==> config.mk <==
export PLATFORM = sky130hd
export DESIGN_NAME = accel_motion_energy_peak_tracker_top
export DESIGN_NICKNAME = d
export VERILOG_FILES = /design/src/hdl/amept_pkg.sv /design/src/hdl/accel_motion_energy_peak_tracker_top.sv /design/src/hdl/amept_axis.sv /design/src/hdl/amept_csr.sv /design/src/hdl/amept_core.sv
export SDC_FILE = /design/constraint.sdc
export NUM_CORES = 1
export LEC_CHECK = 0
export ABC_AREA = 1
export BUFFER_PORTS_ARGS = -buffer_cell sky130_fd_sc_hd__buf_2
export CORE_UTILIZATION = 63
export CTS_BUF_LIST = sky130_fd_sc_hd__clkbuf_4
export DETAILED_ROUTE_END_ITERATION = 16
export HOLD_SLACK_MARGIN = 0.03
export PLACE_DENSITY = 0.83
export RECOVER_POWER = 25
export SYNTH_ARGS = -nofsm -noshare
export SYNTH_HDL_FRONTEND = slang
export SYNTH_SLANG_ARGS = --single-unit
==> constraint.sdc <==
create_clock -name clock -period 19.1 [get_ports clock]
set_input_delay 3.82 -clock clock [delete_from_list [all_inputs] [get_ports clock]]
set_output_delay 3.82 -clock clock [all_outputs]
set_load 0.005 [all_outputs]
==> src/hdl/amept_pkg.sv <==
package amept_pkg;

   // Field widths.
   localparam int RAW_W   = 16;
   localparam int VAL_W   = 12;
   localparam int DIFF_W  = VAL_W + 1;
   localparam int SQ_W    = 2 * VAL_W;
   localparam int SUM_W   = SQ_W + 2;
   localparam int MAG_W   = 18;
   localparam int ID_W    = 8;
   localparam int WARM_W  = 4;
   localparam int MASK_W  = 3;
   localparam int DATA_W  = 32;
   localparam int ADDR_W  = 3;

   // Raw samples are left-justified; the low bits below the 12-bit value drop off.
   localparam int VAL_SHIFT = RAW_W - VAL_W;

   localparam int MAG_SHIFT_DEF = 8;

   localparam logic [ID_W-1:0]   EXPECTED_ID_RST  = 8'h33;
   localparam logic [WARM_W-1:0] WARMUP_COUNT_RST = 4'd2;

   // Register indexes (byte address divided by four).
   localparam logic REG_EXPECTED_ID  = 1'b0;
   localparam logic REG_WARMUP_COUNT = 1'b1;

   // Operation codes.
   localparam logic OP_SAMPLE  = 1'b0;
   localparam logic OP_RESTART = 1'b1;

   // Clear mask bit positions.
   localparam int CLR_ALARM   = 0;
   localparam int CLR_MONITOR = 1;
   localparam int CLR_KEEP    = 2;

   typedef enum logic [1:0] {
      FAULT_NONE = 2'd0,
      FAULT_BUS  = 2'd1,
      FAULT_ID   = 2'd2
   } fault_type;

   typedef struct packed {
      logic [ID_W-1:0]   expected_id;
      logic [WARM_W-1:0] warmup_count;
   } cfg_type;

   typedef struct packed {
      logic                    operation;
      logic [ID_W-1:0]         device_id;
      logic                    bus_error;
      logic signed [RAW_W-1:0] x_raw;
      logic signed [RAW_W-1:0] y_raw;
      logic signed [RAW_W-1:0] z_raw;
      logic [MASK_W-1:0]       clear_mask;
   } req_item_type;

   typedef struct packed {
      logic [MAG_W-1:0]        magnitude;
      logic [MAG_W-1:0]        alarm_peak;
      logic [MAG_W-1:0]        monitor_peak;
      logic [MAG_W-1:0]        keep_peak;
      logic signed [VAL_W-1:0] x_value;
      logic signed [VAL_W-1:0] y_value;
      logic signed [VAL_W-1:0] z_value;
      logic                    valid_res;
      fault_type               fault;
      logic                    sensor_up;
   } rsp_item_type;

endpackage

==> src/hdl/accel_motion_energy_peak_tracker_top.sv <==
// Motion-energy peak tracker for a three-axis accelerometer.
//
// The request channel (req_valid / req_stall) carries one beat per sensor
// reading or restart. Each beat produces exactly one beat on the response
// channel (rsp_valid / rsp_stall) with the converted 12-bit axis values, the
// squared-difference magnitude, three peak holds, the fault code and the
// sensor-up flag. A beat is taken on a clock edge where valid is high and
// stall is low.
//
// A beat enters the input register when accepted; its response is
// registered when the compute stage advances. Throughput is one beat per
// cycle while the receiver does not stall, set by the single compute stage
// between those two registers (three 12x12 squares, a three-way add and the
// peak compares). When the receiver stalls, the response register holds;
// the input register can still take one beat, then req_stall rises.
//
// A synchronous reset clears the history, peak holds, warm-up count and the
// sensor-up flag, and loads expected_id with 0x33 and warmup_count with 2.
// The user must write the APB port (expected_id at byte 0, warmup_count at
// byte 4) only while no beat is in flight; the block does not enforce this.
module accel_motion_energy_peak_tracker_top #(
   parameter int MAG_SHIFT = amept_pkg::MAG_SHIFT_DEF
) (
   input  logic                                clock,
   input  logic                                reset,

   input  logic                                req_valid,
   output logic                                req_stall,
   input  logic                                req_operation,
   input  logic [amept_pkg::ID_W-1:0]          req_device_id,
   input  logic                                req_bus_error,
   input  logic signed [amept_pkg::RAW_W-1:0]  req_x_raw,
   input  logic signed [amept_pkg::RAW_W-1:0]  req_y_raw,
   input  logic signed [amept_pkg::RAW_W-1:0]  req_z_raw,
   input  logic [amept_pkg::MASK_W-1:0]        req_clear_mask,

   output logic                                rsp_valid,
   input  logic                                rsp_stall,
   output logic [amept_pkg::MAG_W-1:0]         rsp_magnitude,
   output logic [amept_pkg::MAG_W-1:0]         rsp_alarm_peak,
   output logic [amept_pkg::MAG_W-1:0]         rsp_monitor_peak,
   output logic [amept_pkg::MAG_W-1:0]         rsp_keep_peak,
   output logic signed [amept_pkg::VAL_W-1:0]  rsp_x_value,
   output logic signed [amept_pkg::VAL_W-1:0]  rsp_y_value,
   output logic signed [amept_pkg::VAL_W-1:0]  rsp_z_value,
   output logic                                rsp_valid_res,
   output logic [1:0]                          rsp_fault,
   output logic                                rsp_sensor_up,

   input  logic                                psel,
   input  logic                                penable,
   input  logic                                pwrite,
   input  logic [amept_pkg::ADDR_W-1:0]        paddr,
   input  logic [amept_pkg::DATA_W-1:0]        pwdata,
   output logic [amept_pkg::DATA_W-1:0]        prdata,
   output logic                                pready
);

   amept_pkg::cfg_type      cfg;
   amept_pkg::req_item_type req_item;
   amept_pkg::req_item_type in_item_ff;
   amept_pkg::rsp_item_type result;
   amept_pkg::rsp_item_type out_item_ff;

   logic in_valid_ff, in_valid_in;
   logic out_valid_ff, out_valid_in;
   logic out_ready;
   logic advance;
   logic accept;

   amept_csr u_csr (
      .clock   (clock),
      .reset   (reset),
      .psel    (psel),
      .penable (penable),
      .pwrite  (pwrite),
      .paddr   (paddr),
      .pwdata  (pwdata),
      .prdata  (prdata),
      .pready  (pready),
      .cfg     (cfg)
   );

   always_comb begin
      req_item.operation  = req_operation;
      req_item.device_id  = req_device_id;
      req_item.bus_error  = req_bus_error;
      req_item.x_raw      = req_x_raw;
      req_item.y_raw      = req_y_raw;
      req_item.z_raw      = req_z_raw;
      req_item.clear_mask = req_clear_mask;
   end

   // The response register is free when empty or being drained this cycle.
   // The compute stage moves forward whenever that is so and the input register
   // holds a beat, and the input register can refill in the same cycle.
   assign out_ready = !out_valid_ff || !rsp_stall;
   assign advance   = in_valid_ff && out_ready;
   assign req_stall = in_valid_ff && !out_ready;
   assign accept    = req_valid && !req_stall;

   always_comb begin
      if (accept) begin
         in_valid_in = 1'b1;
      end else if (advance) begin
         in_valid_in = 1'b0;
      end else begin
         in_valid_in = in_valid_ff;
      end

      if (advance) begin
         out_valid_in = 1'b1;
      end else if (out_ready) begin
         out_valid_in = 1'b0;
      end else begin
         out_valid_in = out_valid_ff;
      end
   end

   amept_core #(
      .MAG_SHIFT (MAG_SHIFT)
   ) u_core (
      .clock   (clock),
      .reset   (reset),
      .advance (advance),
      .item    (in_item_ff),
      .cfg     (cfg),
      .result  (result)
   );

   always_ff @(posedge clock) begin
      if (reset) begin
         in_valid_ff  <= 1'b0;
         out_valid_ff <= 1'b0;
      end else begin
         in_valid_ff  <= in_valid_in;
         out_valid_ff <= out_valid_in;
      end
   end

   always_ff @(posedge clock) begin
      if (accept) begin
         in_item_ff <= req_item;
      end
      if (advance) begin
         out_item_ff <= result;
      end
   end

   assign rsp_valid        = out_valid_ff;
   assign rsp_magnitude    = out_item_ff.magnitude;
   assign rsp_alarm_peak   = out_item_ff.alarm_peak;
   assign rsp_monitor_peak = out_item_ff.monitor_peak;
   assign rsp_keep_peak    = out_item_ff.keep_peak;
   assign rsp_x_value      = out_item_ff.x_value;
   assign rsp_y_value      = out_item_ff.y_value;
   assign rsp_z_value      = out_item_ff.z_value;
   assign rsp_valid_res    = out_item_ff.valid_res;
   assign rsp_fault        = out_item_ff.fault;
   assign rsp_sensor_up    = out_item_ff.sensor_up;

endmodule

==> src/hdl/amept_axis.sv <==
module amept_axis (
   input  logic signed [amept_pkg::RAW_W-1:0] raw,
   input  logic signed [amept_pkg::VAL_W-1:0] last,
   output logic signed [amept_pkg::VAL_W-1:0] value,
   output logic [amept_pkg::SQ_W-1:0]         square
);

   logic                               neg;
   logic [amept_pkg::RAW_W-1:0]        raw_abs;
   logic [amept_pkg::VAL_W-1:0]        val_abs;
   logic signed [amept_pkg::DIFF_W-1:0] diff;
   logic [amept_pkg::VAL_W-1:0]        diff_abs;

   // Sign-magnitude truncation toward zero; the most negative sample maps to -2048.
   assign neg      = raw[amept_pkg::RAW_W-1];
   assign raw_abs  = neg ? (~raw + 1'b1) : raw;
   assign val_abs  = raw_abs[amept_pkg::RAW_W-1:amept_pkg::VAL_SHIFT];
   assign value    = neg ? (~val_abs + 1'b1) : val_abs;

   assign diff     = {value[amept_pkg::VAL_W-1], value} - {last[amept_pkg::VAL_W-1], last};
   assign diff_abs = diff[amept_pkg::DIFF_W-1] ? amept_pkg::VAL_W'(-diff)
                                               : amept_pkg::VAL_W'(diff);
   assign square   = diff_abs * diff_abs;

endmodule

==> src/hdl/amept_csr.sv <==
module amept_csr (
   input  logic                          clock,
   input  logic                          reset,
   input  logic                          psel,
   input  logic                          penable,
   input  logic                          pwrite,
   input  logic [amept_pkg::ADDR_W-1:0]  paddr,
   input  logic [amept_pkg::DATA_W-1:0]  pwdata,
   output logic [amept_pkg::DATA_W-1:0]  prdata,
   output logic                          pready,
   output amept_pkg::cfg_type            cfg
);

   amept_pkg::cfg_type cfg_ff;
   amept_pkg::cfg_type cfg_in;
   logic               reg_index;
   logic               wr_en;

   assign pready    = 1'b1;
   assign reg_index = paddr[amept_pkg::ADDR_W-1];
   assign wr_en     = psel & penable & pwrite & pready;

   always_comb begin
      cfg_in = cfg_ff;
      if (wr_en) begin
         unique case (reg_index)
            amept_pkg::REG_EXPECTED_ID:
               cfg_in.expected_id = pwdata[amept_pkg::ID_W-1:0];
            amept_pkg::REG_WARMUP_COUNT:
               cfg_in.warmup_count = pwdata[amept_pkg::WARM_W-1:0];
            default: cfg_in = cfg_ff;
         endcase
      end
   end

   always_comb begin
      unique case (reg_index)
         amept_pkg::REG_EXPECTED_ID:
            prdata = amept_pkg::DATA_W'(cfg_ff.expected_id);
         amept_pkg::REG_WARMUP_COUNT:
            prdata = amept_pkg::DATA_W'(cfg_ff.warmup_count);
         default: prdata = '0;
      endcase
   end

   always_ff @(posedge clock) begin
      if (reset) begin
         cfg_ff.expected_id  <= amept_pkg::EXPECTED_ID_RST;
         cfg_ff.warmup_count <= amept_pkg::WARMUP_COUNT_RST;
      end else begin
         cfg_ff <= cfg_in;
      end
   end

   assign cfg = cfg_ff;

endmodule

==> src/hdl/amept_core.sv <==
module amept_core #(
   parameter int MAG_SHIFT = amept_pkg::MAG_SHIFT_DEF
) (
   input  logic                    clock,
   input  logic                    reset,
   input  logic                    advance,
   input  amept_pkg::req_item_type item,
   input  amept_pkg::cfg_type      cfg,
   output amept_pkg::rsp_item_type result
);

   logic signed [amept_pkg::VAL_W-1:0] last_x_ff, last_x_in;
   logic signed [amept_pkg::VAL_W-1:0] last_y_ff, last_y_in;
   logic signed [amept_pkg::VAL_W-1:0] last_z_ff, last_z_in;
   logic [amept_pkg::WARM_W-1:0]       warmup_left_ff, warmup_left_in;
   logic [amept_pkg::MAG_W-1:0]        alarm_hold_ff, alarm_hold_in;
   logic [amept_pkg::MAG_W-1:0]        monitor_hold_ff, monitor_hold_in;
   logic [amept_pkg::MAG_W-1:0]        keep_hold_ff, keep_hold_in;
   logic                               up_ff, up_in;

   logic signed [amept_pkg::VAL_W-1:0] vx, vy, vz;
   logic [amept_pkg::SQ_W-1:0]         sq_x, sq_y, sq_z;
   logic [amept_pkg::SUM_W-1:0]        sum;
   logic [amept_pkg::SUM_W-1:0]        sum_shifted;
   logic [amept_pkg::MAG_W-1:0]        mag_calc;
   logic [amept_pkg::MAG_W-1:0]        alarm_base, monitor_base, keep_base;
   amept_pkg::fault_type               fault;
   logic                               good_sample;
   logic                               valid;

   amept_axis u_axis_x (.raw(item.x_raw), .last(last_x_ff), .value(vx), .square(sq_x));
   amept_axis u_axis_y (.raw(item.y_raw), .last(last_y_ff), .value(vy), .square(sq_y));
   amept_axis u_axis_z (.raw(item.z_raw), .last(last_z_ff), .value(vz), .square(sq_z));

   assign sum = amept_pkg::SUM_W'(sq_x) + amept_pkg::SUM_W'(sq_y)
              + amept_pkg::SUM_W'(sq_z);
   assign sum_shifted = sum >> MAG_SHIFT;
   assign mag_calc = (|sum_shifted[amept_pkg::SUM_W-1:amept_pkg::MAG_W]) ? '1
                   : sum_shifted[amept_pkg::MAG_W-1:0];

   always_comb begin
      priority if (item.bus_error) begin
         fault = amept_pkg::FAULT_BUS;
      end else if (item.device_id != cfg.expected_id) begin
         fault = amept_pkg::FAULT_ID;
      end else begin
         fault = amept_pkg::FAULT_NONE;
      end
   end

   assign good_sample = (fault == amept_pkg::FAULT_NONE) &&
                        (item.operation == amept_pkg::OP_SAMPLE);
   assign valid       = good_sample && (warmup_left_ff == '0);

   // Clears take effect before this beat's peak update.
   assign alarm_base   = item.clear_mask[amept_pkg::CLR_ALARM]   ? '0 : alarm_hold_ff;
   assign monitor_base = item.clear_mask[amept_pkg::CLR_MONITOR] ? '0 : monitor_hold_ff;
   assign keep_base    = item.clear_mask[amept_pkg::CLR_KEEP]    ? '0 : keep_hold_ff;

   always_comb begin
      last_x_in      = last_x_ff;
      last_y_in      = last_y_ff;
      last_z_in      = last_z_ff;
      warmup_left_in = warmup_left_ff;
      up_in          = up_ff;
      alarm_hold_in   = alarm_base;
      monitor_hold_in = monitor_base;
      keep_hold_in    = keep_base;

      if (fault != amept_pkg::FAULT_NONE) begin
         up_in = 1'b0;
      end else if (item.operation == amept_pkg::OP_RESTART) begin
         up_in          = 1'b1;
         warmup_left_in = cfg.warmup_count;
      end else begin
         last_x_in = vx;
         last_y_in = vy;
         last_z_in = vz;
         if (warmup_left_ff != '0) begin
            warmup_left_in = warmup_left_ff - 1'b1;
         end
      end

      if (valid) begin
         if (mag_calc > alarm_base) begin
            alarm_hold_in = mag_calc;
         end
         if (mag_calc > monitor_base) begin
            monitor_hold_in = mag_calc;
         end
         if (mag_calc > keep_base) begin
            keep_hold_in = mag_calc;
         end
      end
   end

   always_comb begin
      result.magnitude    = valid ? mag_calc : '0;
      result.alarm_peak   = alarm_hold_in;
      result.monitor_peak = monitor_hold_in;
      result.keep_peak    = keep_hold_in;
      result.x_value      = good_sample ? vx : '0;
      result.y_value      = good_sample ? vy : '0;
      result.z_value      = good_sample ? vz : '0;
      result.valid_res    = valid;
      result.fault        = fault;
      result.sensor_up    = up_in;
   end

   always_ff @(posedge clock) begin
      if (reset) begin
         last_x_ff       <= '0;
         last_y_ff       <= '0;
         last_z_ff       <= '0;
         warmup_left_ff  <= '0;
         alarm_hold_ff   <= '0;
         monitor_hold_ff <= '0;
         keep_hold_ff    <= '0;
         up_ff           <= 1'b0;
      end else if (advance) begin
         last_x_ff       <= last_x_in;
         last_y_ff       <= last_y_in;
         last_z_ff       <= last_z_in;
         warmup_left_ff  <= warmup_left_in;
         alarm_hold_ff   <= alarm_hold_in;
         monitor_hold_ff <= monitor_hold_in;
         keep_hold_ff    <= keep_hold_in;
         up_ff           <= up_in;
      end
   end

endmodule

Word-level counts from Yosys, hierarchy flattened. Cells that the tools add are included.

RAM bits: 0. Register bits after elaboration: 282. Bits in read-only memories: 0. Input bits: 103. Output and inout bits: 147. Memories: 0. Word-level logic and storage cells: 112. Latch bits: 0.

Equality and inequality tests: 1. Muxes and demuxes: 29. Bitwise logic cells: 11. Shift-type cells: 0. Reduce and logical (&&, ||, !) cells: 21. Add/sub/neg operators: 15. Multiply operators: 3. Divide/modulo/power cells: 0. $lt $le $gt $ge: 3.

Operators by type and width (count): 18-bit 2-to-1 mux (9); 12-bit by 12-bit multiplier with 24-bit output (3); 12-bit 2-to-1 mux (6); 32-bit case mux with 2 select lines (1); 18-bit greater-than comparator (3); 16-bit by 1-bit adder with 16-bit output (second input constant) (3); 16-bit 2-to-1 mux (3); 16-bit NOT (3); 12-bit by 12-bit subtractor with 13-bit output (3); 12-bit by 1-bit adder with 12-bit output (second input constant) (3); 12-bit negator (3); 12-bit NOT (3); 26-bit by 24-bit adder with 26-bit output (1); 24-bit by 24-bit adder with 25-bit output (1); 4-bit 2-to-1 mux (2); 8-bit != test (1); 2-bit nonzero test (4); 1-bit 2-to-1 mux (6); 3-bit AND reduction (2); 1-bit logical AND (5); 1-bit logical NOT (4); 4-bit logical NOT (1); 2-bit 2-to-1 mux (2); 2-bit AND reduction (2); 6 further kinds (9).

Depth between registers and ports, before layout.
Word-level depth: 15. Depth in mapped cells: 86. Gate-level depth less buffers: 85.

Cells and area by module. Synthesis repeated with hierarchy kept, for this count alone.

Cells, all modules: 4312. Area total of the unflattened synthesis: 32282.2 um^2.

By module, submodules not included: amept_core (area each 9414.0 um^2, instances 1, cells each 1572, sequential area each 1901.8 um^2); amept_axis (u_core.u_axis_y) (area each 5738.0 um^2, instances 1, cells each 830, sequential area each 0.0 um^2); amept_axis (u_core.u_axis_x) (area each 5596.6 um^2, instances 1, cells each 816, sequential area each 0.0 um^2); amept_axis (u_core.u_axis_z) (area each 5460.2 um^2, instances 1, cells each 790, sequential area each 0.0 um^2); accel_motion_energy_peak_tracker_top (area each 5286.3 um^2, instances 1, cells each 185, sequential area each 5235.0 um^2); amept_csr (area each 787.0 um^2, instances 1, cells each 119, sequential area each 240.2 um^2).

Worst setup path after synthesis. Ideal clock, no wire load.

Path kind: reg-to-reg. Start: register in_item_ff[34] (netlist name). End: register out_item_ff, in the netlist rsp_keep_peak[7] (data pin). Buffers on the path: 2. Data arrival time: 12.979 ns. Library setup time: 0.255 ns. Required time: 18.845 ns. Stages on the path, launching flop included: 72. Clock period less this slack: 13.233 ns. Setup slack: 5.867 ns. Cell sequence: edfxtp_1 > clkbuf_1 > nand2_1 > xor2_1 > inv_1 > ha_1 > nor3b_1 > or2_2 > xor2_1 > ha_1 > nand2_1 > inv_1 > a21oi_2 > o21ai_1 > nand2_1 > nand2_1 > nand2_1 > nand2_1 > [... 36 more ...] > xor2_1 > ha_1 > nand3_1 > nor2_1 > o211ai_1 > nand4_1 > nand2_1 > nand2_1 > nand4_1 > nand2_1 > nand2_1 > nand2_1 > nand2_2 > nand2_4 > nand2_8 > buf_12 > nand2_4 > nand2_1.

RTL lines: start, declared (line accel_motion_energy_peak_tracker_top.sv:61) `amept_pkg::req_item_type in_item_ff;`; start signal, assigned (line accel_motion_energy_peak_tracker_top.sv:143) `in_item_ff <= req_item;`; end signal, assigned (line accel_motion_energy_peak_tracker_top.sv:146) `out_item_ff <= result;`; end, declared (line accel_motion_energy_peak_tracker_top.sv:63) `amept_pkg::rsp_item_type out_item_ff;`.

Worst setup path after layout.
Start: register in_item_ff[34] (netlist name). End: register u_core.alarm_hold_ff[14] (netlist name).

Elaborated cells on any way between the ends: 15. Those cells by class: add/sub (6); mul (1); order compare (1); mux (5); bitwise (2).

RTL lines: 16-bit 2-to-1 mux (line amept_axis.sv:16) `assign raw_abs = neg ? (~raw + 1'b1) : raw;`; 12-bit NOT (line amept_axis.sv:18) `assign value = neg ? (~val_abs + 1'b1) : val_abs;`; 12-bit by 1-bit adder with 12-bit output (line amept_axis.sv:18); 12-bit 2-to-1 mux * (line amept_axis.sv:18); net u_core.u_axis_y.value, one bit (line amept_axis.sv:4) `output logic signed [amept_pkg::VAL_W-1:0] value,`; 12-bit by 12-bit subtractor with 13-bit output * (line amept_axis.sv:20) `assign diff = {value[amept_pkg::VAL_W-1], value} - {last[amept_pkg::VAL_W-1], last};`; 12-bit negator (line amept_axis.sv:21) `assign diff_abs = diff[amept_pkg::DIFF_W-1] ? amept_pkg::VAL_W'(-diff)`; 12-bit 2-to-1 mux * (line amept_axis.sv:21); 12-bit by 12-bit multiplier with 24-bit output * (line amept_axis.sv:23) `assign square = diff_abs * diff_abs;`; 24-bit by 24-bit adder with 25-bit output * (line amept_core.sv:35) `assign sum = amept_pkg::SUM_W'(sq_x) + amept_pkg::SUM_W'(sq_y)`; 26-bit by 24-bit adder with 26-bit output * (line amept_core.sv:36) `+ amept_pkg::SUM_W'(sq_z);`; net u_core.sum, one bit (line amept_core.sv:23) `logic [amept_pkg::SUM_W-1:0] sum;`; 18-bit greater-than comparator * (line amept_core.sv:85) `if (mag_calc > alarm_base) begin`; 18-bit 2-to-1 mux * (line amept_core.sv:85); 18-bit 2-to-1 mux * (line amept_core.sv:84) `if (valid) begin`; end signal, assigned (line amept_core.sv:125) `alarm_hold_ff <= alarm_hold_in;`; end, declared (line amept_core.sv:16) `logic [amept_pkg::MAG_W-1:0] alarm_hold_ff, alarm_hold_in;`.

The timed path passes the listed nets; every way through them passes the cells marked *. A chain may end at the register's enable or synchronous reset.

==> insert_results.sql <==
INSERT INTO impl_metrics (metric_group, metric, value, unit) VALUES
('clocking', 'clkSinkCount', '282', ''),
('clocking', 'cts_resized', '0', ''),
('timing', 'timing.hold.ws', '473.9', 'ps'),
('detailed_routing', 'routedWlPerCell', '14.74', 'um'),
('timing', 'final_cycle_utilization_of_the_critical_path', '0.8501', ''),
('place', 'gp_congestion', '0.9421', ''),
('clocking', 'cts.repair_timing.setup_buffer_count', '0', ''),
('synthesis', 'ys_ff_latch', '282', ''),
('timing', 'rsz0062_at_grt', 'no', ''),
('clocking', 'tritoncts_clock_tree', 'yes', ''),
('global_route', 'grt_pass1_wl', '110000', 'um'),
('detailed_routing', 'final_routed_drc_violation_total', '0', ''),
('setup_path', 'critical_path_class', 'flop to flop', ''),
('synthesis', 'async_reset_ff_frac', '0', ''),
('synthesis', 'yosys_most_used_dff', 'sky130_fd_sc_hd__edfxtp_1', ''),
('detailed_routing', 'detail_route.first_pass.iterations', '7', ''),
('timing', 'slew-limit-headroom', '-2.120', ''),
('die', 'die_y', '218.9', 'um'),
('setup_path', 'cp_data_required_time', '19780', 'ps'),
('global_route', 'gr-max-usage-layer', 'met2', ''),
('die', 'floorplan.rows', '79', ''),
('synthesis', 'count_of_flip_flops_with_a_built_in_enable_after_synthesis', '173', ''),
('synthesis', 'synthesis.yosys.warnings', '0', ''),
('cells_and_area', 'synthToLayoutAreaGrowth', '8.116', '%'),
('cells_and_area', 'finalNetCount', '4517', ''),
('cells_and_area', 'post-route-util', '0.6896', ''),
('outcome', 'violations', 'max-capacitance violations, max-slew violations', ''),
('global_route', 'grt.met1_usage', '0.3641', ''),
('detailed_routing', 'via_count', '23700', ''),
('hold_path', 'min-delay-path-class', 'flop to flop', ''),
('global_route', 'met3_usage', '0.06778', ''),
('global_route', 'grt_max_degree', '85', ''),
('detailed_routing', 'post_drt_via_cell_ratio', '5.244', ''),
('synthesis', 'syn-mean-instance-area', '8.143', 'um^2'),
('die', 'die_width', '218.9', 'um'),
('detailed_routing', 'drt_wl_total', '66630', 'um'),
('die', 'io_pins', '250', ''),
('timing', 'pins_over_their_slew_limit', '180', ''),
('setup_path', 'critPathMaxStageDelay', '940', 'ps'),
('clocking', 'clock_pin_transition_on_the_worst_setup_and_hold_timing_paths', '70', 'ps'),
('clocking', 'max-clock-path-buffers', '3', ''),
('synthesis', 'synth_cell_types', '58', ''),
('job', 'max_cap_violations', '3', ''),
('setup_path', 'crit_path_top_delay_cell', 'sky130_fd_sc_hd__xor2_1', ''),
('setup_path', 'worstSetupStartpointType', 'flop', ''),
('global_route', 'grt_antenna_before_repair', '2', ''),
('cells_and_area', 'final.fill_count', '3721', ''),
('synthesis', 'synth.yosys.seq_area_share', '0.2490', ''),
('timing', 'final.min_clock_period', '16240', 'ps'),
('timing', 'final.setup_skew', '58.61', 'ps'),
('setup_path', 'timing.critical_path.arrival', '16920', 'ps'),
('detailed_routing', 'drt_first_iter_violations', '1712', ''),
('place', 'dp_slack', '3162', 'ps'),
('outcome', 'status', 'finished, violations left', ''),
('timing', 'setup_viol_count_final', '0', ''),
('synthesis', 'synthesis.instances', '3639', ''),
('setup_path', 'worst-path-max-fanout', '22', ''),
('clocking', 'clkLatencyLatePin', '820', 'ps'),
('die', 'core', '46460', 'um^2'),
('place', 'dp.final_hpwl', '52510', 'um'),
('synthesis', 'syn_std_cell_area', '29630', 'um^2'),
('global_route', 'grtUsageMet2', '0.4897', ''),
('timing', 'worst_slew_pin_slew', '4681', 'ps'),
('die', 'die_area', '47910', 'um^2'),
('timing', 'finalHoldViolations', '0', ''),
('clocking', 'cell_chosen_for_the_clock_root', 'sky130_fd_sc_hd__clkbuf_4', ''),
('global_route', 'grt_pass1_vias', '23290', ''),
('setup_path', 'critPathMostFrequentCell', 'sky130_fd_sc_hd__nand2_1', ''),
('cells_and_area', 'post_route_cells_drive_above_1_share', '0.1212', ''),
('global_route', 'track_usage', '0.2888', ''),
('setup_path', 'setup.worst_path.end_class', 'flop', ''),
('timing', 'totalNegativeSetupSlack', '0', 'ps'),
('timing', 'timing.fmax', '61.59', 'MHz'),
('clocking', 'cts.htree.levels', '3', ''),
('place', 'port_buffers', '198', ''),
('clocking', 'cts_hold_buffers', '0', ''),
('timing', 'setup_slack', '2863', 'ps'),
('global_route', 'global_route.overflow_total', '0', ''),
('detailed_routing', 'detail-route-antenna-nets', '0', ''),
('die', 'floorplan.initialDensity', '0.6378', ''),
('clocking', 'cts_buffers', '71', '');
-- cell usage after synthesis, drive strengths merged (6+ instances only) --
cell type	n	area, um^2
nand4	29	217.7
ha	251	3141
a21o	13	97.59
xnor2	32	287.8
dfxtp	109	2182
fa	308	6166
xor2	102	930.9
clkbuf	48	180.2
nand2	613	2626
nor3	18	95.09
nor2	394	1531
or2	11	68.82
o211ai	6	45.04
edfxtp	173	5195
buf	52	376.6
nand3	217	1166
inv	902	3391
o21bai	9	67.56
nand3b	6	45.04
o21ai	103	526.8
a21oi	209	1065
a31oi	6	37.54
-- stage by stage --
stage	area, um^2	std cells
2_1_floorplan	29720	3662
4_1_cts	32040	4517
3_3_place_gp	31080	4389
3_5_place_dp	31080	4389
5_1_grt	32040	4520
6_report	32040	4520
-- worst max-delay path: cells and delay by family (launching register included) --
family,cells,cell delay [ps]
buf+inv,9,630
xor+xnor,5,2470
compound gates,8,1330
fa+ha+maj,16,7280
simple gates,31,3600
flops,1,760
-- registers in the layout, indices dropped and copies added, names as in the netlist, 2 cells and up --
signal and count:
in_item_ff 61, rsp_alarm_peak 18, rsp_keep_peak 18, rsp_magnitude 18
rsp_monitor_peak 18, u_core.alarm_hold_ff 18, u_core.keep_hold_ff 18, u_core.monitor_hold_ff 18
rsp_x_value 12, rsp_y_value 12, rsp_z_value 12, u_core.last_x_ff 12
u_core.last_y_ff 12, u_core.last_z_ff 12, u_csr.cfg 12, u_core.warmup_left_ff 4
rsp_fault 2
-- metal layers --
metal  vias up  wire length (um)
met5         -                 0
met4         0              1660
met3       126              5732
met2       776             32040
met1     11220             27190
li1      11590                 -
-- final timing paths --
| path | endpoint | slack [ps] | cells after the start | startpoint |
|---|---|---|---|---|
| setup / recovery | u_core.alarm_hold_ff[14] | 2860 | 69 | in_item_ff[34] |
| setup reg to reg | u_core.alarm_hold_ff[14] | 2860 | 69 | in_item_ff[34] |
| hold reg to reg | u_core.last_x_ff[0] | 470 | 2 | u_core.last_x_ff[0] |
| hold / removal | u_core.last_x_ff[0] | 470 | 2 | u_core.last_x_ff[0] |
-- final cells by class --
| class | instances | area, um^2 | area share |
|---|---|---|---|
| antenna | 3 | 7.507 | 0.0002343 |
| clock buffer | 105 | 788.3 | 0.02460 |
| tap | 607 | 759.5 | 0.02371 |
| timing repair buffer | 220 | 1149 | 0.03585 |
| clock inverter | 23 | 171.4 | 0.005351 |
| multi-input combinational | 2376 | 18390 | 0.5739 |
| sequential | 282 | 7377 | 0.2303 |
| inverter | 904 | 3398 | 0.1061 |
-- layout by cell type, fill, tap and decap left out, types with 20 or more instances in the layout --
master / instances
sky130_fd_sc_hd__inv_1: 881
sky130_fd_sc_hd__nand2_1: 554
sky130_fd_sc_hd__nor2_1: 377
sky130_fd_sc_hd__fa_1: 308
sky130_fd_sc_hd__ha_1: 251
sky130_fd_sc_hd__a21oi_1: 204
sky130_fd_sc_hd__nand3_1: 201
sky130_fd_sc_hd__buf_2: 198
sky130_fd_sc_hd__edfxtp_1: 173
sky130_fd_sc_hd__dfxtp_1: 109
sky130_fd_sc_hd__clkbuf_4: 105
sky130_fd_sc_hd__xor2_1: 97
sky130_fd_sc_hd__o21ai_0: 93
sky130_fd_sc_hd__xnor2_1: 31
sky130_fd_sc_hd__nand2_4: 30
sky130_fd_sc_hd__nand2_2: 27
sky130_fd_sc_hd__nand4_1: 26
sky130_fd_sc_hd__conb_1: 25
sky130_fd_sc_hd__inv_2: 21
sky130_fd_sc_hd__buf_4: 20
-- logic make-up (layout without fill, tap and decap cells) --
group | Yosys count | in the layout | share of synthesized area
fa+ha+maj | 559 | 559 | 0.3141
simple gates | 1297 | 1297 | 0.1961
buf+inv | 1004 | 1252 | 0.1335
flops | 282 | 282 | 0.2490
other cells | 2 | 28 | 0.0002534
xor+xnor | 134 | 134 | 0.04113
compound gates | 361 | 361 | 0.06604
Power is not shown: default switching activity piles up to over one toggle a cycle in this logic, so the estimate is an artifact.
